[src/sv/fisr_pkg.sv]
package fisr_pkg;

  localparam logic [31:0] CanonNan = 32'h7FC0_0000;
  localparam logic [31:0] MagicSeed = 32'h5F37_59DF;
  localparam logic [31:0] FpHalf = 32'h3F00_0000;
  localparam logic [31:0] FpThreeHalves = 32'h3FC0_0000;
  localparam logic [7:0] ExpMax = 8'hFF;

  // Count leading zeros of a 48-bit word (48 when all zero).
  function automatic logic [5:0] lzc48(input logic [47:0] v);
    logic [5:0] n;
    logic hit;
    n = 6'd48;
    hit = 1'b0;
    for (int i = 47; i >= 0; i--) begin
      if (!hit && v[i]) begin
        n = 6'(47 - i);
        hit = 1'b1;
      end
    end
    return n;
  endfunction

  // Round to nearest even and pack; fld is the biased exponent, zero for subnormal.
  function automatic logic [31:0] round_pack(input logic sgn, input logic [9:0] fld,
                                             input logic [22:0] mant, input logic g,
                                             input logic st);
    logic rnd;
    logic [30:0] mag;
    rnd = g & (st | mant[0]);
    if (fld >= 10'd255) begin
      mag = {ExpMax, 23'd0};
    end else begin
      mag = {fld[7:0], mant} + 31'(rnd);
    end
    return {sgn, mag};
  endfunction

endpackage

[src/sv/fisr_fmul.sv]
module fisr_fmul (
  input  logic        clk_i,
  input  logic        rst_ni,
  input  logic        en_i,
  input  logic [31:0] a_i,
  input  logic [31:0] b_i,
  output logic [31:0] p_o
);

  // stage 1: unpack, multiply
  logic [7:0]  ea, eb, eaa, ebb;
  logic        a_nan, b_nan, a_inf, b_inf, a_zero, b_zero, sgn;
  logic [47:0] prod_d, prod_q, prod2_q;
  logic signed [10:0] e0_d, e0_q, e02_q;
  logic        spec_d, spec_q, spec2_q, spec3_q;
  logic [31:0] sval_d, sval_q, sval2_q, sval3_q;
  logic        sgn_q, sgn2_q, sgn3_q;
  logic [5:0]  lz_q;

  always_comb begin
    ea = a_i[30:23];
    eb = b_i[30:23];
    eaa = (ea == 8'd0) ? 8'd1 : ea;
    ebb = (eb == 8'd0) ? 8'd1 : eb;
    a_nan = (ea == fisr_pkg::ExpMax) && (a_i[22:0] != 23'd0);
    b_nan = (eb == fisr_pkg::ExpMax) && (b_i[22:0] != 23'd0);
    a_inf = (ea == fisr_pkg::ExpMax) && (a_i[22:0] == 23'd0);
    b_inf = (eb == fisr_pkg::ExpMax) && (b_i[22:0] == 23'd0);
    a_zero = a_i[30:0] == 31'd0;
    b_zero = b_i[30:0] == 31'd0;
    sgn = a_i[31] ^ b_i[31];
    prod_d = {(ea != 8'd0), a_i[22:0]} * {(eb != 8'd0), b_i[22:0]};
    e0_d = $signed({3'b000, eaa}) + $signed({3'b000, ebb}) - 11'sd126;
    spec_d = a_nan | b_nan | a_inf | b_inf | a_zero | b_zero;
    if (a_nan | b_nan | (a_inf & b_zero) | (a_zero & b_inf)) begin
      sval_d = fisr_pkg::CanonNan;
    end else if (a_inf | b_inf) begin
      sval_d = {sgn, fisr_pkg::ExpMax, 23'd0};
    end else begin
      sval_d = {sgn, 31'd0};
    end
  end

  always_ff @(posedge clk_i) begin
    if (en_i) begin
      prod_q <= prod_d;
      e0_q <= e0_d;
      spec_q <= spec_d;
      sval_q <= sval_d;
      sgn_q <= sgn;
    end
  end

  // stage 2: leading zero count
  always_ff @(posedge clk_i) begin
    if (en_i) begin
      lz_q <= fisr_pkg::lzc48(prod_q);
      prod2_q <= prod_q;
      e02_q <= e0_q;
      spec2_q <= spec_q;
      sval2_q <= sval_q;
      sgn2_q <= sgn_q;
    end
  end

  // stage 3: normalize, or denormalize into the subnormal range
  logic signed [10:0] diff, amt;
  logic [47:0] sh;
  logic        rst_st;
  logic [9:0]  fld_d, fld_q;
  logic [22:0] mant_q;
  logic        g_q, st_q;

  always_comb begin
    diff = e02_q - $signed({5'd0, lz_q});
    amt = 11'sd1 - e02_q;
    rst_st = 1'b0;
    if (diff >= 11'sd1) begin
      sh = prod2_q << lz_q;
      fld_d = diff[9:0];
    end else if (e02_q >= 11'sd1) begin
      sh = prod2_q << 6'(e02_q - 11'sd1);
      fld_d = 10'd0;
    end else if (amt > 11'sd47) begin
      sh = 48'd0;
      rst_st = prod2_q != 48'd0;
      fld_d = 10'd0;
    end else begin
      sh = prod2_q >> amt[5:0];
      rst_st = (prod2_q & ((48'd1 << amt[5:0]) - 48'd1)) != 48'd0;
      fld_d = 10'd0;
    end
  end

  always_ff @(posedge clk_i) begin
    if (en_i) begin
      mant_q <= sh[46:24];
      g_q <= sh[23];
      st_q <= (sh[22:0] != 23'd0) | rst_st;
      fld_q <= fld_d;
      spec3_q <= spec2_q;
      sval3_q <= sval2_q;
      sgn3_q <= sgn2_q;
    end
  end

  // stage 4: round and pack
  logic [31:0] p_q;

  always_ff @(posedge clk_i or negedge rst_ni) begin
    if (!rst_ni) begin
      p_q <= 32'd0;
    end else if (en_i) begin
      p_q <= spec3_q ? sval3_q : fisr_pkg::round_pack(sgn3_q, fld_q, mant_q, g_q, st_q);
    end
  end

  assign p_o = p_q;

endmodule

[config.mk]
export PLATFORM = sky130hd
export DESIGN_NAME = fisr_fmul
export DESIGN_NICKNAME = d
export VERILOG_FILES = /design/src/sv/fisr_pkg.sv /design/src/sv/fisr_fmul.sv
export SDC_FILE = /design/constraint.sdc
export NUM_CORES = 2
export LEC_CHECK = 0
export BUFFER_PORTS_ARGS = -buffer_cell sky130_fd_sc_hd__buf_2
export CELL_PAD_IN_SITES_DETAIL_PLACEMENT = 1
export CELL_PAD_IN_SITES_GLOBAL_PLACEMENT = 1
export CORE_ASPECT_RATIO = 1.75
export CORE_MARGIN = 1
export CORE_UTILIZATION = 42
export CTS_CLUSTER_SIZE = 25
export DETAILED_ROUTE_END_ITERATION = 12
export PLACE_DENSITY = 0.74
export SYNTH_ARGS = -nofsm -noshare
export SYNTH_HDL_FRONTEND = slang
export SYNTH_SLANG_ARGS = --single-unit
[constraint.sdc]
create_clock -name clk_i -period 12.95 [get_ports clk_i]
set_input_delay 1.295 -clock clk_i [delete_from_list [all_inputs] [get_ports clk_i]]
set_output_delay 1.295 -clock clk_i [all_outputs]
set_load 0.005 [all_outputs]
==> impl_results.md <==
* CTS buffer count at 19
* Area of the die at 0.08914 mm2
* Area contributors post-synth: fa_1 26%, edfxtp_1 14%, ha_1 6.9%
* Final setup TNS at 0 ns
* CP Depth at 25
* DRT Pass-1 Iters at 5
* Clk buf depth at 3
* Area Growth Syn to Fin at 5.009%
* Commonest cells post-synth: 653 x nand2_1, 558 x inv_1, 484 x fa_1
* Final worst-path cycle share at 70.92%
* EDFF count, synth at 172
* TritonCTS clock tree: built
* Top Family by Delay on Critical Path: adder cells
* Run status: completed
* WP data arrival at 9.47 ns
* Final Hold Vio Count at 0
* Max-Cap Viols at 0
* RR Endpoint: st_q
* Final setup vio count at 0
* Most frequent cell after synthesis: nand2_1
* CTS H-tree depth at 1
* Skew final at 0.04774 ns
* Post-cts gate resize count at 0
* Unrepaired setup endpoints after global routing: no
* Post-layout net count at 4806
* Routed vias/inst at 5.966
* CP Data Required Time at 13.23 ns
* Crit path to: prod_q[45]
* Worst r2r src: e02_q[2]
* Layout cells sized above 1 at 8.471%
* Hold wc startpoint: e0_q[3]
* Final worst slack at 3.766 ns
* CP Class: in2reg
* DP Worst Slack at 3.287 ns
* Residual DRC at 0
* Routed vias at 31.16k
* CP endpoint kind: flop
* Synth unique cells at 97
* Post-DRT Antenna Nets at 0
* Tmin final at 9.184 ns
* Initial Util at 42.46%
* Number of DRC markers in iteration 0 at 1917
* Fmax at 108.9 MHz
* Top-area cell type share of the netlist area at 26.25%
* Clk slew on worst S/H paths at 0.07 ns
* Critical Path Start Type: input port
* CTS Hold Bufs at 0
* Top_reg_cell synth: edfxtp_1
* Clk_lat worst skew at 0.58 ns
* Multi-input gate area at 0.02768 mm2
* Clock sink count at 204
* Post-CTS Setup Inserts at 0
* Fillers at 10.23k
* Register area share after synthesis at 16.16%
* Max Slew Vio Count at 0
* Worst Setup SP: a_i[30]
* Largest net degree at the start of global routing at 109
* Quantity of I/O buffers inserted on ports at 98
* Num ports at 99
* WL/cell at 26.35 um
* Worst-Margin Slew at 1.368 ns
* Total Routing Usage GR at 31.50%
* Async S/R FF share, synth at 15.69%
* Antenna violations before repair at 4
* Die span in x at 226.1 um
* CP max FO at 26
* Cell repeated most along the worst path: fa_1
* Vias in the first global route at 34.59k
* Synth area leader: fa_1
* Core area at 0.08696 mm2
* Remaining global-route overflow at 0
* Row count at 143
* Gate Count Post-Synth at 4176
* Mapped Area at 0.03692 mm2
* First-pass GRT wire length at 209200 um
* Synth warn at 0
* Relative slew slack at 7.815%
* Synth Register Bits at 204
* Syn_nets at 4932
* Detailed Place HPWL at 107100 um
* CP max stage cell: a311oi_1
* Root Driver: clkbuf_16
* Die height at 394.2 um
* Average size of a mapped cell at 8.840 um2
* Final core utilization at 44.58%
* Register area at 0.005966 mm2
* CP Buf/Inv Count at 4
* Worst reg-to-reg path cell count at 16
* Gpl congestion at 1.011
* Min-Delay Path Class: reg2reg
* FF-to-FF setup slack at 6.92 ns
* Crit-path max cell delay at 0.98 ns
* Post-Route WL at 137600 um
==> cell usage in the layout, fill, tap and decap left out, types with 13 or more instances in the layout <==
| master | n |
|---|---|
| o21ai_0 | 156 |
| a22oi_1 | 20 |
| a21oi_1 | 174 |
| xor2_1 | 36 |
| a21o_1 | 20 |
| xnor2_1 | 63 |
| mux4_2 | 89 |
| nor2b_1 | 24 |
| inv_1 | 558 |
| o21a_1 | 14 |
| nand3_1 | 60 |
| o22ai_1 | 46 |
| nor4_1 | 44 |
| a211oi_1 | 34 |
| nor2_1 | 205 |
| dfrtp_1 | 32 |
| a31oi_1 | 29 |
| buf_4 | 60 |
| clkbuf_16 | 19 |
| o2111ai_1 | 13 |
| fa_1 | 484 |
| o211ai_1 | 20 |
| and2_1 | 241 |
| mux2_2 | 22 |
| a221oi_1 | 14 |
| mux2i_1 | 131 |
| edfxtp_1 | 172 |
| nand2_1 | 653 |
| buf_2 | 98 |
| nand2b_1 | 19 |
| nand4_1 | 37 |
| nor3_1 | 53 |
| ha_1 | 204 |
| and3_1 | 16 |
==> flip-flops by register name, indices dropped and copies added (netlist names), 3 cells and up <==
name	count
p_o	32
sval2_q	3
mant_q	23
lz_q	6
sval_q	3
fld_q	10
prod_q	48
sval3_q	3
e02_q	10
prod2_q	48
e0_q	10
==> layer usage <==
layer	wire [um]	vias to the layer above	share of wire [%]	global-route usage, %
li1	-	13640	-	-
met1	45190	15860	33	30.59
met2	71980	1127	52	57.68
met3	6542	531	4.8	4.830
met4	13860	6	10	26.33
met5	44	-	0.032	0
==> metrics by stage <==
| step | hold slack [ns] | cell area [um2] | std cells |
|---|---|---|---|
| floorplan | 0.4003 | 36920 | 4176 |
| global placement | 0.4013 | 38140 | 5186 |
| detailed placement | 0.4071 | 38150 | 5187 |
| CTS | 0.4230 | 38720 | 5219 |
| global route | 0.4236 | 38760 | 5221 |
| finish | 0.4195 | 38770 | 5223 |
==> how the worst min path moves through the flow <==
stage	endpoint	slack [ns]	depth (start not counted)
2_1_floorplan	e02_q[0]	0.40	0
3_3_place_gp	e02_q[1]	0.40	0
3_5_place_dp	e02_q[2]	0.41	0
4_1_cts	e02_q[3]	0.42	0
5_1_grt	e02_q[3]	0.42	0
6_report	e02_q[3]	0.42	0
==> area by class of cell <==
class	count	area share, %
sequential	204	15.39
antenna	2	0.01291
tap	1160	3.744
multi-input combinational	3102	71.41
clock inverter	10	0.2259
timing repair buffer	160	2.514
inverter	563	5.451
clock buffer	22	1.255
==> kinds of logic (layout without fill, tap and decap cells) <==
group | count (synthesis) | in the layout | synth area share [%]
and+or+nand+nor | 1415 | 1415 | 18.04
buffers and inverters | 870 | 755 | 9.157
AOI/OAI and AO/OA | 648 | 648 | 11.14
other | 0 | 2 | 0
DFF | 204 | 204 | 16.16
xor gates and xnor gates | 106 | 106 | 2.555
muxes | 244 | 244 | 9.754
adders and majority gates | 689 | 689 | 33.19
Power is left out: the tool's default activity adds up to more than one toggle a clock period on the data nets, which glitch-free logic cannot reach.
