**config.mk**
```make
export PLATFORM = sky130hd
export DESIGN_NAME = fisr_fadd
export DESIGN_NICKNAME = d
export VERILOG_FILES = /design/src/sv/fisr_pkg.sv /design/src/sv/fisr_fadd.sv
export SDC_FILE = /design/constraint.sdc
export NUM_CORES = 1
export LEC_CHECK = 0
export BUFFER_PORTS_ARGS = -buffer_cell sky130_fd_sc_hd__buf_4
export CAP_MARGIN = 0
export CORE_UTILIZATION = 50
export CTS_BUF_LIST = sky130_fd_sc_hd__clkbuf_16
export CTS_CLUSTER_DIAMETER = 100
export DETAILED_ROUTE_END_ITERATION = 12
export PLACE_DENSITY = 0.71
export SYNTH_ARGS = -nofsm -noshare
export SYNTH_HDL_FRONTEND = slang
export SYNTH_SLANG_ARGS = --single-unit
```
**constraint.sdc**
```tcl
create_clock -name clk_i -period 6.1 [get_ports clk_i]
set_clock_uncertainty 0.1 [all_clocks]
set_input_delay 0.915 -clock clk_i [delete_from_list [all_inputs] [get_ports clk_i]]
set_output_delay 0.915 -clock clk_i [all_outputs]
set_load 0.1 [all_outputs]
```
**src/sv/fisr_pkg.sv**
```systemverilog
package fisr_pkg;

  localparam logic [31:0] CanonNan = 32'h7FC0_0000;
  localparam logic [31:0] MagicSeed = 32'h5F37_59DF;
  localparam logic [31:0] FpHalf = 32'h3F00_0000;
  localparam logic [31:0] FpThreeHalves = 32'h3FC0_0000;
  localparam logic [7:0] ExpMax = 8'hFF;

  // Count leading zeros of a 48-bit word (48 when all zero).
  function automatic logic [5:0] lzc48(input logic [47:0] v);
    logic [5:0] n;
    logic hit;
    n = 6'd48;
    hit = 1'b0;
    for (int i = 47; i >= 0; i--) begin
      if (!hit && v[i]) begin
        n = 6'(47 - i);
        hit = 1'b1;
      end
    end
    return n;
  endfunction

  // Round to nearest even and pack; fld is the biased exponent, zero for subnormal.
  function automatic logic [31:0] round_pack(input logic sgn, input logic [9:0] fld,
                                             input logic [22:0] mant, input logic g,
                                             input logic st);
    logic rnd;
    logic [30:0] mag;
    rnd = g & (st | mant[0]);
    if (fld >= 10'd255) begin
      mag = {ExpMax, 23'd0};
    end else begin
      mag = {fld[7:0], mant} + 31'(rnd);
    end
    return {sgn, mag};
  endfunction

endpackage

```
**src/sv/fisr_fadd.sv**
```systemverilog
module fisr_fadd (
  input  logic        clk_i,
  input  logic        rst_ni,
  input  logic        en_i,
  input  logic [31:0] a_i,
  input  logic [31:0] b_i,
  output logic [31:0] s_o
);

  // stage 1: unpack, order by magnitude
  logic [7:0]  ea, eb;
  logic        a_nan, b_nan, a_inf, b_inf, a_big;
  logic        spec_d;
  logic [31:0] sval_d;
  logic [23:0] ml_q, ms_q;
  logic [7:0]  el_q, d_q;
  logic        sub_q, sgn_q, spec_q;
  logic [31:0] sval_q;

  always_comb begin
    ea = a_i[30:23];
    eb = b_i[30:23];
    a_nan = (ea == fisr_pkg::ExpMax) && (a_i[22:0] != 23'd0);
    b_nan = (eb == fisr_pkg::ExpMax) && (b_i[22:0] != 23'd0);
    a_inf = (ea == fisr_pkg::ExpMax) && (a_i[22:0] == 23'd0);
    b_inf = (eb == fisr_pkg::ExpMax) && (b_i[22:0] == 23'd0);
    a_big = a_i[30:0] >= b_i[30:0];
    spec_d = 1'b1;
    if (a_nan | b_nan | (a_inf & b_inf & (a_i[31] != b_i[31]))) begin
      sval_d = fisr_pkg::CanonNan;
    end else if (a_inf) begin
      sval_d = a_i;
    end else if (b_inf) begin
      sval_d = b_i;
    end else if ((a_i[30:0] == 31'd0) && (b_i[30:0] == 31'd0)) begin
      sval_d = {a_i[31] & b_i[31], 31'd0};
    end else begin
      spec_d = 1'b0;
      sval_d = 32'd0;
    end
  end

  always_ff @(posedge clk_i) begin
    if (en_i) begin
      if (a_big) begin
        ml_q <= {(ea != 8'd0), a_i[22:0]};
        ms_q <= {(eb != 8'd0), b_i[22:0]};
        el_q <= (ea == 8'd0) ? 8'd1 : ea;
        d_q <= ((ea == 8'd0) ? 8'd1 : ea) - ((eb == 8'd0) ? 8'd1 : eb);
        sgn_q <= a_i[31];
      end else begin
        ml_q <= {(eb != 8'd0), b_i[22:0]};
        ms_q <= {(ea != 8'd0), a_i[22:0]};
        el_q <= (eb == 8'd0) ? 8'd1 : eb;
        d_q <= ((eb == 8'd0) ? 8'd1 : eb) - ((ea == 8'd0) ? 8'd1 : ea);
        sgn_q <= b_i[31];
      end
      sub_q <= a_i[31] ^ b_i[31];
      spec_q <= spec_d;
      sval_q <= sval_d;
    end
  end

  // stage 2: align the smaller operand, add or subtract
  logic [49:0] full;
  logic [26:0] al;
  logic [27:0] sum_d, sum_q, sum2_q;
  logic [7:0]  el2_q, el3_q;
  logic        sgn2_q, spec2_q, sgn3_q, spec3_q;
  logic [31:0] sval2_q, sval3_q;
  logic [5:0]  lz_q;

  always_comb begin
    full = {ms_q, 26'd0} >> d_q;
    if (d_q > 8'd26) begin
      al = {26'd0, ms_q != 24'd0};
    end else begin
      al = full[49:23] | {26'd0, full[22:0] != 23'd0};
    end
    if (sub_q) begin
      sum_d = {1'b0, ml_q, 3'b000} - {1'b0, al};
    end else begin
      sum_d = {1'b0, ml_q, 3'b000} + {1'b0, al};
    end
  end

  always_ff @(posedge clk_i) begin
    if (en_i) begin
      sum_q <= sum_d;
      el2_q <= el_q;
      sgn2_q <= sgn_q;
      spec2_q <= spec_q;
      sval2_q <= sval_q;
    end
  end

  // stage 3: leading zero count
  always_ff @(posedge clk_i) begin
    if (en_i) begin
      lz_q <= fisr_pkg::lzc48({sum_q, 20'd0});
      sum2_q <= sum_q;
      el3_q <= el2_q;
      sgn3_q <= sgn2_q;
      spec3_q <= spec2_q;
      sval3_q <= sval2_q;
    end
  end

  // stage 4: normalize
  logic [26:0] n;
  logic [8:0]  e_n;
  logic [5:0]  k;
  logic [22:0] mant_q;
  logic [9:0]  fld_q;
  logic        g_q, st_q, zero_q, sgn4_q, spec4_q;
  logic [31:0] sval4_q;

  always_comb begin
    k = lz_q - 6'd1;
    if (sum2_q[27]) begin
      n = sum2_q[27:1] | {26'd0, sum2_q[0]};
      e_n = {1'b0, el3_q} + 9'd1;
    end else if ({2'd0, k} <= (el3_q - 8'd1)) begin
      n = sum2_q[26:0] << k;
      e_n = {1'b0, el3_q} - {3'd0, k};
    end else begin
      n = sum2_q[26:0] << (el3_q - 8'd1);
      e_n = 9'd1;
    end
  end

  always_ff @(posedge clk_i) begin
    if (en_i) begin
      mant_q <= n[25:3];
      g_q <= n[2];
      st_q <= n[1] | n[0];
      fld_q <= n[26] ? {1'b0, e_n} : 10'd0;
      zero_q <= sum2_q == 28'd0;
      sgn4_q <= sgn3_q;
      spec4_q <= spec3_q;
      sval4_q <= sval3_q;
    end
  end

  // stage 5: round and pack
  logic [31:0] s_q;

  always_ff @(posedge clk_i or negedge rst_ni) begin
    if (!rst_ni) begin
      s_q <= 32'd0;
    end else if (en_i) begin
      if (spec4_q) begin
        s_q <= sval4_q;
      end else if (zero_q) begin
        s_q <= 32'd0;
      end else begin
        s_q <= fisr_pkg::round_pack(sgn4_q, fld_q, mant_q, g_q, st_q);
      end
    end
  end

  assign s_o = s_q;

endmodule

```
==> implementation parameters, run 1 <==
Parameter                              Value

Status
  Outcome ... completed

Die
  Area of the placeable core ... 42200 sq um
  Horizontal extent of the die ... 210 um
  Full die area ... 43900 sq um
  Ports ... 99
  Overall die height ... 210 um
  Effective utilization at floorplan ... 0.510
  Std cell rows ... 75

GRT
  Gr ovfl total ... 0
  Initial antenna violation count ... 0
  Tot GR Track Use ... 0.265
  Vias in the first global route ... 16200
  Wire length of the first global-routing pass ... 91.3 mm
  Largest net degree at the start of global routing ... 162

STA
  Unrepaired setup endpoints after global routing ... false
  Final setup TNS ... 0 ns
  Transition time at the pin with the least slew margin ... 1.02 ns
  Final hold violation count ... 0
  Period minus WS final ... 5.51 ns
  Relative slew slack ... 0.321
  Setup WS post-layout ... 0.588 ns
  Achievable frequency ... 181 MHz
  Fin crit share ... 0.904
  Final number of setup-violating endpoints ... 0
  Max-slew violation count ... 0

Yosys
  YS warnings ... 0
  Post-synth EDFFs ... 314
  Synth Area in Compound Gates ... 0.183
  Mean instance size in the synthesized netlist ... 10.2 sq um
  Synthesized-area fraction occupied by xor and xnor cells ... 0.0293
  Total of flip-flops plus latches after synthesis ... 346
  Cells after Synth ... 2109
  Simple-gate area share of the yosys netlist ... 0.141
  Part of the Yosys area used for sequential elements ... 0.475
  Dominant combinational cell family by area after synthesis ... compound AO/OA/AOI/OAI gates
  Main synth FF type ... edfxtp_1
  Adder-cell area share of the yosys netlist ... 0.0693
  Asr flop ratio synth ... 0.0925
  Mapped cell area ... 21600 sq um
  Fraction of synthesized area in multiplexers ... 0.0572
  Count of cell types in the netlist ... 93

Power
  Switching power total ... 2.64 mW
  Switching Fraction ... 0.344
  Sequential power share ... 0.411
  Cell Int Power ... 5.03 mW
  Leakage power ... 9.62 nW
  Peak supply drop ... 0.230 mV
  Power density of the placed cells ... 317 nW/um^2
  Power share of the combinational group ... 0.299
  Clock share of power ... 0.290

Clock network
  Clock-pin slew of the registers on the worst-case setup and hold paths ... 0.06 ns
  CTS sink cnt ... 346
  H-tree depth ... 2
  Setup Fix Bufs, Post-CTS ... 0
  Buffer cell driving the clock tree root ... clkbuf_16
  Hold buffer count at cts ... 0
  TritonCTS Buffers ... 38
  TritonCTS clock tree ... done
  Maximum number of buffers from clock root to sink ... 3
  Worst-skew pair later-pin latency ... 0.55 ns
  Post-cts repair resize count ... 0

Detailed routing
  Routed vias ... 17000
  DRC violation count after routing ... 0
  DRC violation total after the first TritonRoute iteration ... 1669
  Routed length per placed instance ... 20.8 um
  Remaining antenna violation count after routing ... 0
  Post-DR vias/cell ... 6.11
  1st-pass router iterations ... 9
  Final WL ... 57.7 mm

Layout
  Fraction of layout cells with a size suffix above 1 ... 0.133
  Total Nets Final ... 2393
  Area Overhead vs Synth ... 12.4%
  Most used cells in the layout excluding fill and tap cells ... edfxtp_1 (314), nand2_1 (209), a21oi_1 (159), buf_4 (152), nor2_1 (150)
  Leading cell type in the layout, fill and taps excluded ... edfxtp_1
  Antenna diode count ... 0
  Number of filler cells placed in the layout ... 3571
  Number of non-filler instances in the completed layout ... 2776

Critical path
  Depth of the worst register-to-register path ... 18
  Register-to-register path setup slack ... 0.59 ns
  Crit path arrival time ... 5.69 ns
  Reg-to-reg critical path startpoint ... d_q[0]
  Type of destination of the critical path ... register
  CP startpoint kind ... register
  Terminus of the critical flop-to-flop path ... sum_q[26]
  Critical Setup Path Class ... register to register
  Data required time of the worst path ... 6.28 ns
  Biggest fanout along the worst timing path ... 16
  Setup crit start ... d_q[0]
  Critical path endpoint ... sum_q[26]

Placed design
  HPWL Detailed ... 43.2 mm
  Placed Instances ... 2708
  Placer Congestion ... 1.02
  Pre-CTS WS ... 0.628 ns
  # port buffers ... 98

Run
  Number of maximum-capacitance constraint violations ... 0

Worst hold path
  Worst min path class ... input port to asynchronous set/reset pin
worst max-delay path, stage by stage, from the launching register on:
cell	delay, ns
edfxtp_1	0.84
buf_4	0.29
mux2i_1	0.13
o22a_1	0.28
mux4_2	0.51
o22ai_1	0.15
nand2_1	0.14
ha_1	0.38
nor2b_1	0.13
o21a_1	0.15
o211ai_1	0.11
a21oi_1	0.30
o21ai_0	0.21
a2111oi_0	0.55
or2_2	0.21
a211oi_1	0.08
o41ai_1	0.41
xor2_1	0.17
o21ai_0	0.09
cell type report:
| type | instances | area, sq um | area share |
|---|---|---|---|
| timing repair buffer | 154 | 1180 | 0.0486 |
| sequential | 346 | 10200 | 0.422 |
| tap | 539 | 674 | 0.0278 |
| multi-input combinational | 1545 | 10500 | 0.432 |
| inverter | 124 | 465 | 0.0192 |
| clock inverter | 29 | 248 | 0.0102 |
| clock buffer | 39 | 976 | 0.0403 |
synth_stat cells, types with 37 or more instances:
master,n,area (sq um)
inv_1,120,450
nand2_1,210,788
a22oi_1,42,315
nor3_1,37,185
xnor2_1,54,473
ha_1,113,1410
nor2_1,150,563
edfxtp_1,314,9430
a21oi_1,159,796
nand3_1,57,285
a211oi_1,54,405
mux2i_1,55,551
clkbuf_1,86,323
o21ai_0,105,526
sequential cells by signal, indices dropped and copies added (netlist names), 28 cells and up:
| signal | cells |
|---|---|
| s_o | 32 |
| sval_q | 32 |
| sval4_q | 32 |
| sval2_q | 32 |
| sval3_q | 32 |
| sum2_q | 28 |
| sum_q | 28 |
routing by layer:
layer  global-route usage  wire length (um)  vias to the layer above
li1                     -                 -                     8110
met1                0.381             26400                     8129
met4                0.110              2210                        0
met3               0.0382              3550                      126
met5                    0                 0                        -
met2                0.403             25600                      599
power groups by stage:
stage | registers [mW] | clock network, mW | logic [mW]
global route | 3.17 | 2.37 | 2.48
CTS | 3.14 | 2.28 | 2.26
detailed placement | 3.19 | 0 | 2.24
floorplan | 3.23 | 0 | 1.44
global placement | 3.18 | 0 | 2.23
finish | 3.15 | 2.22 | 2.29
worst min path at each step:
stage	to	slack [ns]	cells after the start
3_3_place_gp	sval2_q[10]	0.30	0
2_1_floorplan	el2_q[0]	0.30	0
6_report	s_o[7]	0.20	1
4_1_cts	s_o[7]	0.20	1
5_1_grt	s_o[11]	0.22	1
3_5_place_dp	el2_q[4]	0.30	0
logic make-up (layout without fill, tap and decap cells):
| logic type | Yosys count | after routing |
|---|---|---|
| fa+ha+maj | 117 | 117 |
| xor+xnor | 72 | 72 |
| compound gates | 591 | 591 |
| flops | 346 | 346 |
| buf+inv | 239 | 346 |
| simple gates | 640 | 640 |
| other cells | 1 | 22 |
| mux | 103 | 103 |
per-stage QoR:
step / power, mW / utilization / cell area (sq um) / hold slack, ns
6_report: 7.67 / 0.574 / 24200 / 0.203
4_1_cts: 7.68 / 0.574 / 24200 / 0.199
3_3_place_gp: 5.41 / 0.545 / 23000 / 0.300
5_1_grt: 8.02 / 0.574 / 24200 / 0.221
2_1_floorplan: 4.68 / - / 21600 / 0.300
3_5_place_dp: 5.43 / 0.545 / 23000 / 0.305
No activity file was read; power rests on OpenSTA's default activity.
==> inputs of run 2 (changes only) <==
--- a/config.mk
+++ b/config.mk
@@ -12,6 +12,7 @@
 export CTS_CLUSTER_DIAMETER = 100
 export DETAILED_ROUTE_END_ITERATION = 12
 export PLACE_DENSITY = 0.71
+export RECOVER_POWER = 50
 export SYNTH_ARGS = -nofsm -noshare
 export SYNTH_HDL_FRONTEND = slang
 export SYNTH_SLANG_ARGS = --single-unit
==> run 2 against run 1 <==
- the run now ends with max-capacitance violations, max-slew violations left
- global-route usage is the same
- die area is the same
- maximum frequency shrank 0.50%
- via count grew 0.28%
- worst hold slack gained 0.11 ns
- clock power is essentially flat
- power is essentially flat
- setup slack lost 0.028 ns
- critical path depth grew 4
- clock-buffer cell count is the same
- register-to-register slack lost 0.03 ns
- critical endpoint is now sum_q[23]
==> implementation parameters, run 2 (synthesized netlist as in run 1, its figures left out) <==
Parameter                              Value

Die
  Overall die height ... 210 um
  Full die area ... 43900 sq um
  Area of the placeable core ... 42200 sq um
  Horizontal extent of the die ... 210 um
  Std cell rows ... 75
  Ports ... 99
  Effective utilization at floorplan ... 0.510

Worst hold path
  Source of the worst hold timing path ... el2_q[0]
  Worst min path class ... register to register
  Hold-critical path depth ... 0

Clock network
  Buffer cell driving the clock tree root ... clkbuf_16
  Clock-pin slew of the registers on the worst-case setup and hold paths ... 0.06 ns
  TritonCTS Buffers ... 38
  Post-cts repair resize count ... 0
  Setup Fix Bufs, Post-CTS ... 0
  CTS sink cnt ... 346
  TritonCTS clock tree ... done
  H-tree depth ... 2
  Hold buffer count at cts ... 0
  Maximum number of buffers from clock root to sink ... 3
  Worst-skew pair later-pin latency ... 0.55 ns

Detailed routing
  Post-DR vias/cell ... 6.13
  Routed vias ... 17000
  DRC violation count after routing ... 0
  Routed length per placed instance ... 20.8 um
  Final WL ... 57.7 mm
  DRC violation total after the first TritonRoute iteration ... 1528
  1st-pass router iterations ... 5
  Remaining antenna violation count after routing ... 0

Critical path
  Standard cell with the maximum stage delay on the critical path ... edfxtp_1
  Biggest fanout along the worst timing path ... 16
  Family with the most delay on the worst path ... compound AO/OA/AOI/OAI gates
  Number of logic stages on the critical path including buffering ... 22
  Crit path cell chain ... buf_4 > mux4_2 > mux2i_1 > nor3_1 > a21o_1 > and2_0 > o21ai_0 > inv_1 > ha_1 > inv_1 > fa_1 > o21bai_1 > a21oi_1 > o211ai_1 > a211oi_1 > o41ai_1 > a211oi_1 > o21bai_1 > a21oi_1 > nor2_1 > o21ai_0 > o311ai_1
  Data required time of the worst path ... 6.29 ns
  Setup crit start ... d_q[0]
  Type of destination of the critical path ... register
  Reg-to-reg critical path startpoint ... d_q[0]
  Stage delay of the slowest cell on the critical path ... 0.83 ns
  Depth of the worst register-to-register path ... 22
  CP startpoint kind ... register
  Crit path arrival time ... 5.72 ns
  Number of buffers and inverters on the critical path ... 3
  Critical Setup Path Class ... register to register

Power
  Power density of the placed cells ... 317 nW/um^2
  Switching Fraction ... 0.344
  Sequential power share ... 0.411
  Switching power total ... 2.64 mW
  Peak supply drop ... 0.230 mV
  Power share of the combinational group ... 0.299
  Cell Int Power ... 5.03 mW
  Clock share of power ... 0.290
  Leakage power ... 9.60 nW

GRT
  Wire length of the first global-routing pass ... 91.3 mm
  Initial antenna violation count ... 0
  Tot GR Track Use ... 0.265
  Vias in the first global route ... 16200
  Gr ovfl total ... 0
  Largest net degree at the start of global routing ... 162

Layout
  Antenna diode count ... 0
  Number of non-filler instances in the completed layout ... 2776
  Leading cell type in the layout, fill and taps excluded ... edfxtp_1
  Area Overhead vs Synth ... 12.2%
  Fraction of layout cells with a size suffix above 1 ... 0.131
  Total Nets Final ... 2393
  Most used cells in the layout excluding fill and tap cells ... edfxtp_1 (314), nand2_1 (209), a21oi_1 (159), nor2_1 (150), buf_4 (147)

STA
  Setup WS post-layout ... 0.561 ns
  Transition time at the pin with the least slew margin ... 3.24 ns
  Final hold violation count ... 0
  Achievable frequency ... 181 MHz
  Unrepaired setup endpoints after global routing ... false
  Final number of setup-violating endpoints ... 0
  Relative slew slack ... -1.16
  Max-slew violation count ... 202
  Period minus WS final ... 5.54 ns
  Fin crit share ... 0.908
  Final setup TNS ... 0 ns

Run
  Number of maximum-capacitance constraint violations ... 3

Placed design
  HPWL Detailed ... 43.2 mm
  Placed Instances ... 2708
  # port buffers ... 98
  Placer Congestion ... 1.02
  Pre-CTS WS ... 0.628 ns

Status
  Outcome ... complete, but fails checks
  Violated checks ... max-capacitance violations, max-slew violations
-- run 2: through the flow --
| step | power [mW] | util | hold slack [ns] | instance area, sq um |
|---|---|---|---|---|
| 3_5_place_dp | 5.43 | 0.545 | 0.305 | 23000 |
| 2_1_floorplan | 4.68 | - | 0.300 | 21600 |
| 4_1_cts | 7.68 | 0.574 | 0.199 | 24200 |
| 5_1_grt | 8.03 | 0.573 | 0.321 | 24200 |
| 3_3_place_gp | 5.41 | 0.545 | 0.300 | 23000 |
| 6_report | 7.67 | 0.573 | 0.314 | 24200 |
-- run 2: layout make-up --
class                           count  area [sq um]
Sequential cell                   346         10200
Fill cell                        3575         18000
Multi-Input combinational cell   1545         10500
Timing Repair Buffer              154          1150
Inverter                          124           465
Clock buffer                       39           976
Tap cell                          539           674
Clock inverter                     29           248
-- run 2: path summary, 6_finish.rpt --
kind / to / slack [ns]
max in group asynchronous: s_o[22] / 4.06
min in group asynchronous: s_o[11] / 0.76
max: sum_q[23] / 0.56
min: el3_q[0] / 0.31
max reg2reg: sum_q[23] / 0.56
min reg2reg: el3_q[0] / 0.31
-- run 2: routing by layer --
metal	routed length (um)	vias up	share of wire	global-route usage
li1	-	8114	-	-
met1	26200	8145	0.45	0.381
met2	25600	625	0.44	0.403
met3	3640	128	0.063	0.0382
met4	2270	0	0.039	0.110
met5	0	-	0	0
-- run 2: power groups by stage --
stage / Sequential [mW] / Combinational (mW) / Clock [mW]
after floorplan: 3.23 / 1.44 / 0
after global placement: 3.18 / 2.23 / 0
after detailed placement: 3.19 / 2.24 / 0
after CTS: 3.14 / 2.26 / 2.28
after global routing: 3.18 / 2.48 / 2.37
final: 3.16 / 2.30 / 2.22
-- run 2: worst register-to-register path, delay by kind of cell, from the launching register on --
kind,cells,cell delay (ns)
flops,1,0.83
simple gates,3,0.27
buf+inv,3,0.43
mux,2,0.67
fa+ha+maj,2,0.39
compound gates,12,2.59
==> inputs of run 3 (changes only) <==
--- a/config.mk
+++ b/config.mk
@@ -9,9 +9,9 @@
 export CAP_MARGIN = 0
 export CORE_UTILIZATION = 50
 export CTS_BUF_LIST = sky130_fd_sc_hd__clkbuf_16
-export CTS_CLUSTER_DIAMETER = 100
+export CTS_CLUSTER_SIZE = 20
 export DETAILED_ROUTE_END_ITERATION = 12
-export PLACE_DENSITY = 0.71
+export PLACE_DENSITY = 0.78
 export RECOVER_POWER = 50
 export SYNTH_ARGS = -nofsm -noshare
 export SYNTH_HDL_FRONTEND = slang
==> run 3 against run 2 <==
- the flow still finishes with violations (max-capacitance violations, max-slew violations)
- sequential share of layout area rose by 0.27 points
- global-route usage decreased by 0.60 points
- first-iteration DRC count up 24%
- design area down 0.63%
- non-clock buffer count is 11 lower
- sequential power hardly changed
- utilization fell by 0.36 points
- critical path depth is 6 lower
- via count increased by 1.1%
- cell count decreased by 0.32%
- worst hold slack worse by 0.0078 ns
- combinational power fell by 3%
- largest cell class unchanged
==> implementation parameters, run 3 (synthesized netlist as in run 1, its figures left out) <==
Parameter                              Value

Placed design
  # port buffers ... 98
  Placer Congestion ... 0.988
  HPWL Detailed ... 42.5 mm
  Pre-CTS WS ... 0.692 ns

STA
  Achievable frequency ... 181 MHz
  Final hold violation count ... 0
  Relative slew slack ... -1.20
  Period minus WS final ... 5.53 ns
  Unrepaired setup endpoints after global routing ... false
  Transition time at the pin with the least slew margin ... 3.30 ns
  Final number of setup-violating endpoints ... 0
  Final setup TNS ... 0 ns
  Fin crit share ... 0.907
  Max-slew violation count ... 217
  Setup WS post-layout ... 0.570 ns

Status
  Violated checks ... max-capacitance violations, max-slew violations
  Outcome ... complete, but fails checks

Clock network
  Clock-pin slew of the registers on the worst-case setup and hold paths ... 0.06 ns
  Maximum number of buffers from clock root to sink ... 3
  TritonCTS clock tree ... done
  CTS sink cnt ... 346
  Setup Fix Bufs, Post-CTS ... 0
  Worst-skew pair later-pin latency ... 0.56 ns
  Post-cts repair resize count ... 0
  Hold buffer count at cts ... 0
  TritonCTS Buffers ... 38
  H-tree depth ... 2
  Buffer cell driving the clock tree root ... clkbuf_16

GRT
  Initial antenna violation count ... 0
  Largest net degree at the start of global routing ... 156
  Wire length of the first global-routing pass ... 89.8 mm
  Gr ovfl total ... 0
  Tot GR Track Use ... 0.259
  Vias in the first global route ... 16200

Die
  Std cell rows ... 75
  Area of the placeable core ... 42200 sq um
  Horizontal extent of the die ... 210 um
  Ports ... 99
  Overall die height ... 210 um
  Effective utilization at floorplan ... 0.510
  Full die area ... 43900 sq um

Detailed routing
  Final WL ... 57.1 mm
  DRC violation count after routing ... 0
  DRC violation total after the first TritonRoute iteration ... 1889
  Detailed-route wire length on metal 1 ... 24.7 mm
  Routed length per placed instance ... 20.6 um
  1st-pass router iterations ... 7
  Post-DR vias/cell ... 6.21
  Routed length on met2 ... 25.5 mm
  Routed vias ... 17200
  Remaining antenna violation count after routing ... 0
  Total met3 wirelength after detailed routing ... 4.41 mm
  Top metal layer carrying routed signals ... met4

Power
  Switching power total ... 2.63 mW
  Switching Fraction ... 0.341
  Cell Int Power ... 5.08 mW
  Power share of the combinational group ... 0.290
  Sequential power share ... 0.409
  Leakage power ... 9.45 nW
  Clock share of power ... 0.301
  Peak supply drop ... 0.162 mV
  Power density of the placed cells ... 321 nW/um^2

Critical path
  Standard cell with the maximum stage delay on the critical path ... a211o_1
  Critical path endpoint ... fld_q[6]
  Number of logic stages on the critical path including buffering ... 16
  Reg-to-reg critical path startpoint ... lz_q[0]
  Terminus of the critical flop-to-flop path ... fld_q[6]
  Type of destination of the critical path ... register
  Stage delay of the slowest cell on the critical path ... 0.60 ns
  CP startpoint kind ... register
  Crit path arrival time ... 5.72 ns
  Critical Setup Path Class ... register to register
  Crit path cell chain ... nor3_1 > nor3b_1 > xor2_1 > ha_1 > and4_1 > nand2_1 > nor2_1 > a211o_1 > nand2_1 > a311oi_1 > mux2i_1 > buf_4 > a221oi_2 > a31oi_4 > a311oi_1 > nor2_1
  Biggest fanout along the worst timing path ... 23
  Family with the most delay on the worst path ... compound AO/OA/AOI/OAI gates
  Register-to-register path setup slack ... 0.57 ns
  Number of buffers and inverters on the critical path ... 1
  Data required time of the worst path ... 6.29 ns
  Setup crit start ... lz_q[0]
  Depth of the worst register-to-register path ... 16

Worst hold path
  Worst min path class ... register to register
  Hold-critical path depth ... 0

Layout
  Leading cell type in the layout, fill and taps excluded ... edfxtp_1
  Number of filler cells placed in the layout ... 3593
  Most used cells in the layout excluding fill and tap cells ... edfxtp_1 (314), nand2_1 (209), a21oi_1 (159), nor2_1 (150), inv_1 (124)
  Total Nets Final ... 2382
  Fraction of layout cells with a size suffix above 1 ... 0.111
  Area Overhead vs Synth ... 11.5%
  Antenna diode count ... 0

Run
  Number of maximum-capacitance constraint violations ... 3
run 3: worst reg2reg max path, delay by kind of cell, from the launching register on:
kind / cells / cell delay, ns
compound gates: 5 / 2.10
simple gates: 7 / 1.62
flops: 1 / 0.53
xor+xnor: 1 / 0.35
fa+ha+maj: 1 / 0.25
buf+inv: 1 / 0.19
mux: 1 / 0.15
run 3: layout make-up:
cell class                      instances  area (sq um)  share of cell area
Clock inverter                         31           304              0.0126
Clock buffer                           39           976              0.0406
Sequential cell                       346         10200               0.426
Timing Repair Buffer                  143           938              0.0390
Tap cell                              539           674              0.0281
Multi-Input combinational cell       1545         10500               0.435
Inverter                              124           465              0.0194
run 3: metal layers:
layer,global-route usage,vias to the layer above
met2,0.400,818
met1,0.363,8121
met3,0.0403,168
met4,0.113,0
li1,-,8086
met5,0,-
run 3: how the worst min path moves through the flow:
stage | slack (ns) | to | startpoint
after floorplan | 0.30 | el2_q[0] | el_q[0]
after global placement | 0.30 | sval2_q[3] | sval_q[3]
after detailed placement | 0.30 | spec4_q | spec3_q
after CTS | 0.21 | s_o[4] | rst_ni
after global routing | 0.32 | sval3_q[17] | sval2_q[17]
final | 0.31 | el2_q[7] | el_q[7]
run 3: stage by stage:
stage | std cells | hold slack [ns] | util | power, mW | cell area (sq um)
after floorplan | 2130 | 0.300 | - | 4.68 | 21600
after global placement | 2697 | 0.300 | 0.543 | 5.37 | 22900
after detailed placement | 2697 | 0.305 | 0.543 | 5.38 | 22900
after CTS | 2767 | 0.209 | 0.573 | 7.72 | 24200
after global routing | 2767 | 0.316 | 0.569 | 8.04 | 24000
final | 2767 | 0.306 | 0.569 | 7.72 | 24000
run 3: power groups by stage:
stage / clock (mW) / combinational (mW) / sequential, mW
2_1_floorplan: 0 / 1.44 / 3.23
3_3_place_gp: 0 / 2.19 / 3.18
3_5_place_dp: 0 / 2.20 / 3.19
4_1_cts: 2.37 / 2.21 / 3.14
5_1_grt: 2.45 / 2.42 / 3.17
6_report: 2.32 / 2.24 / 3.15
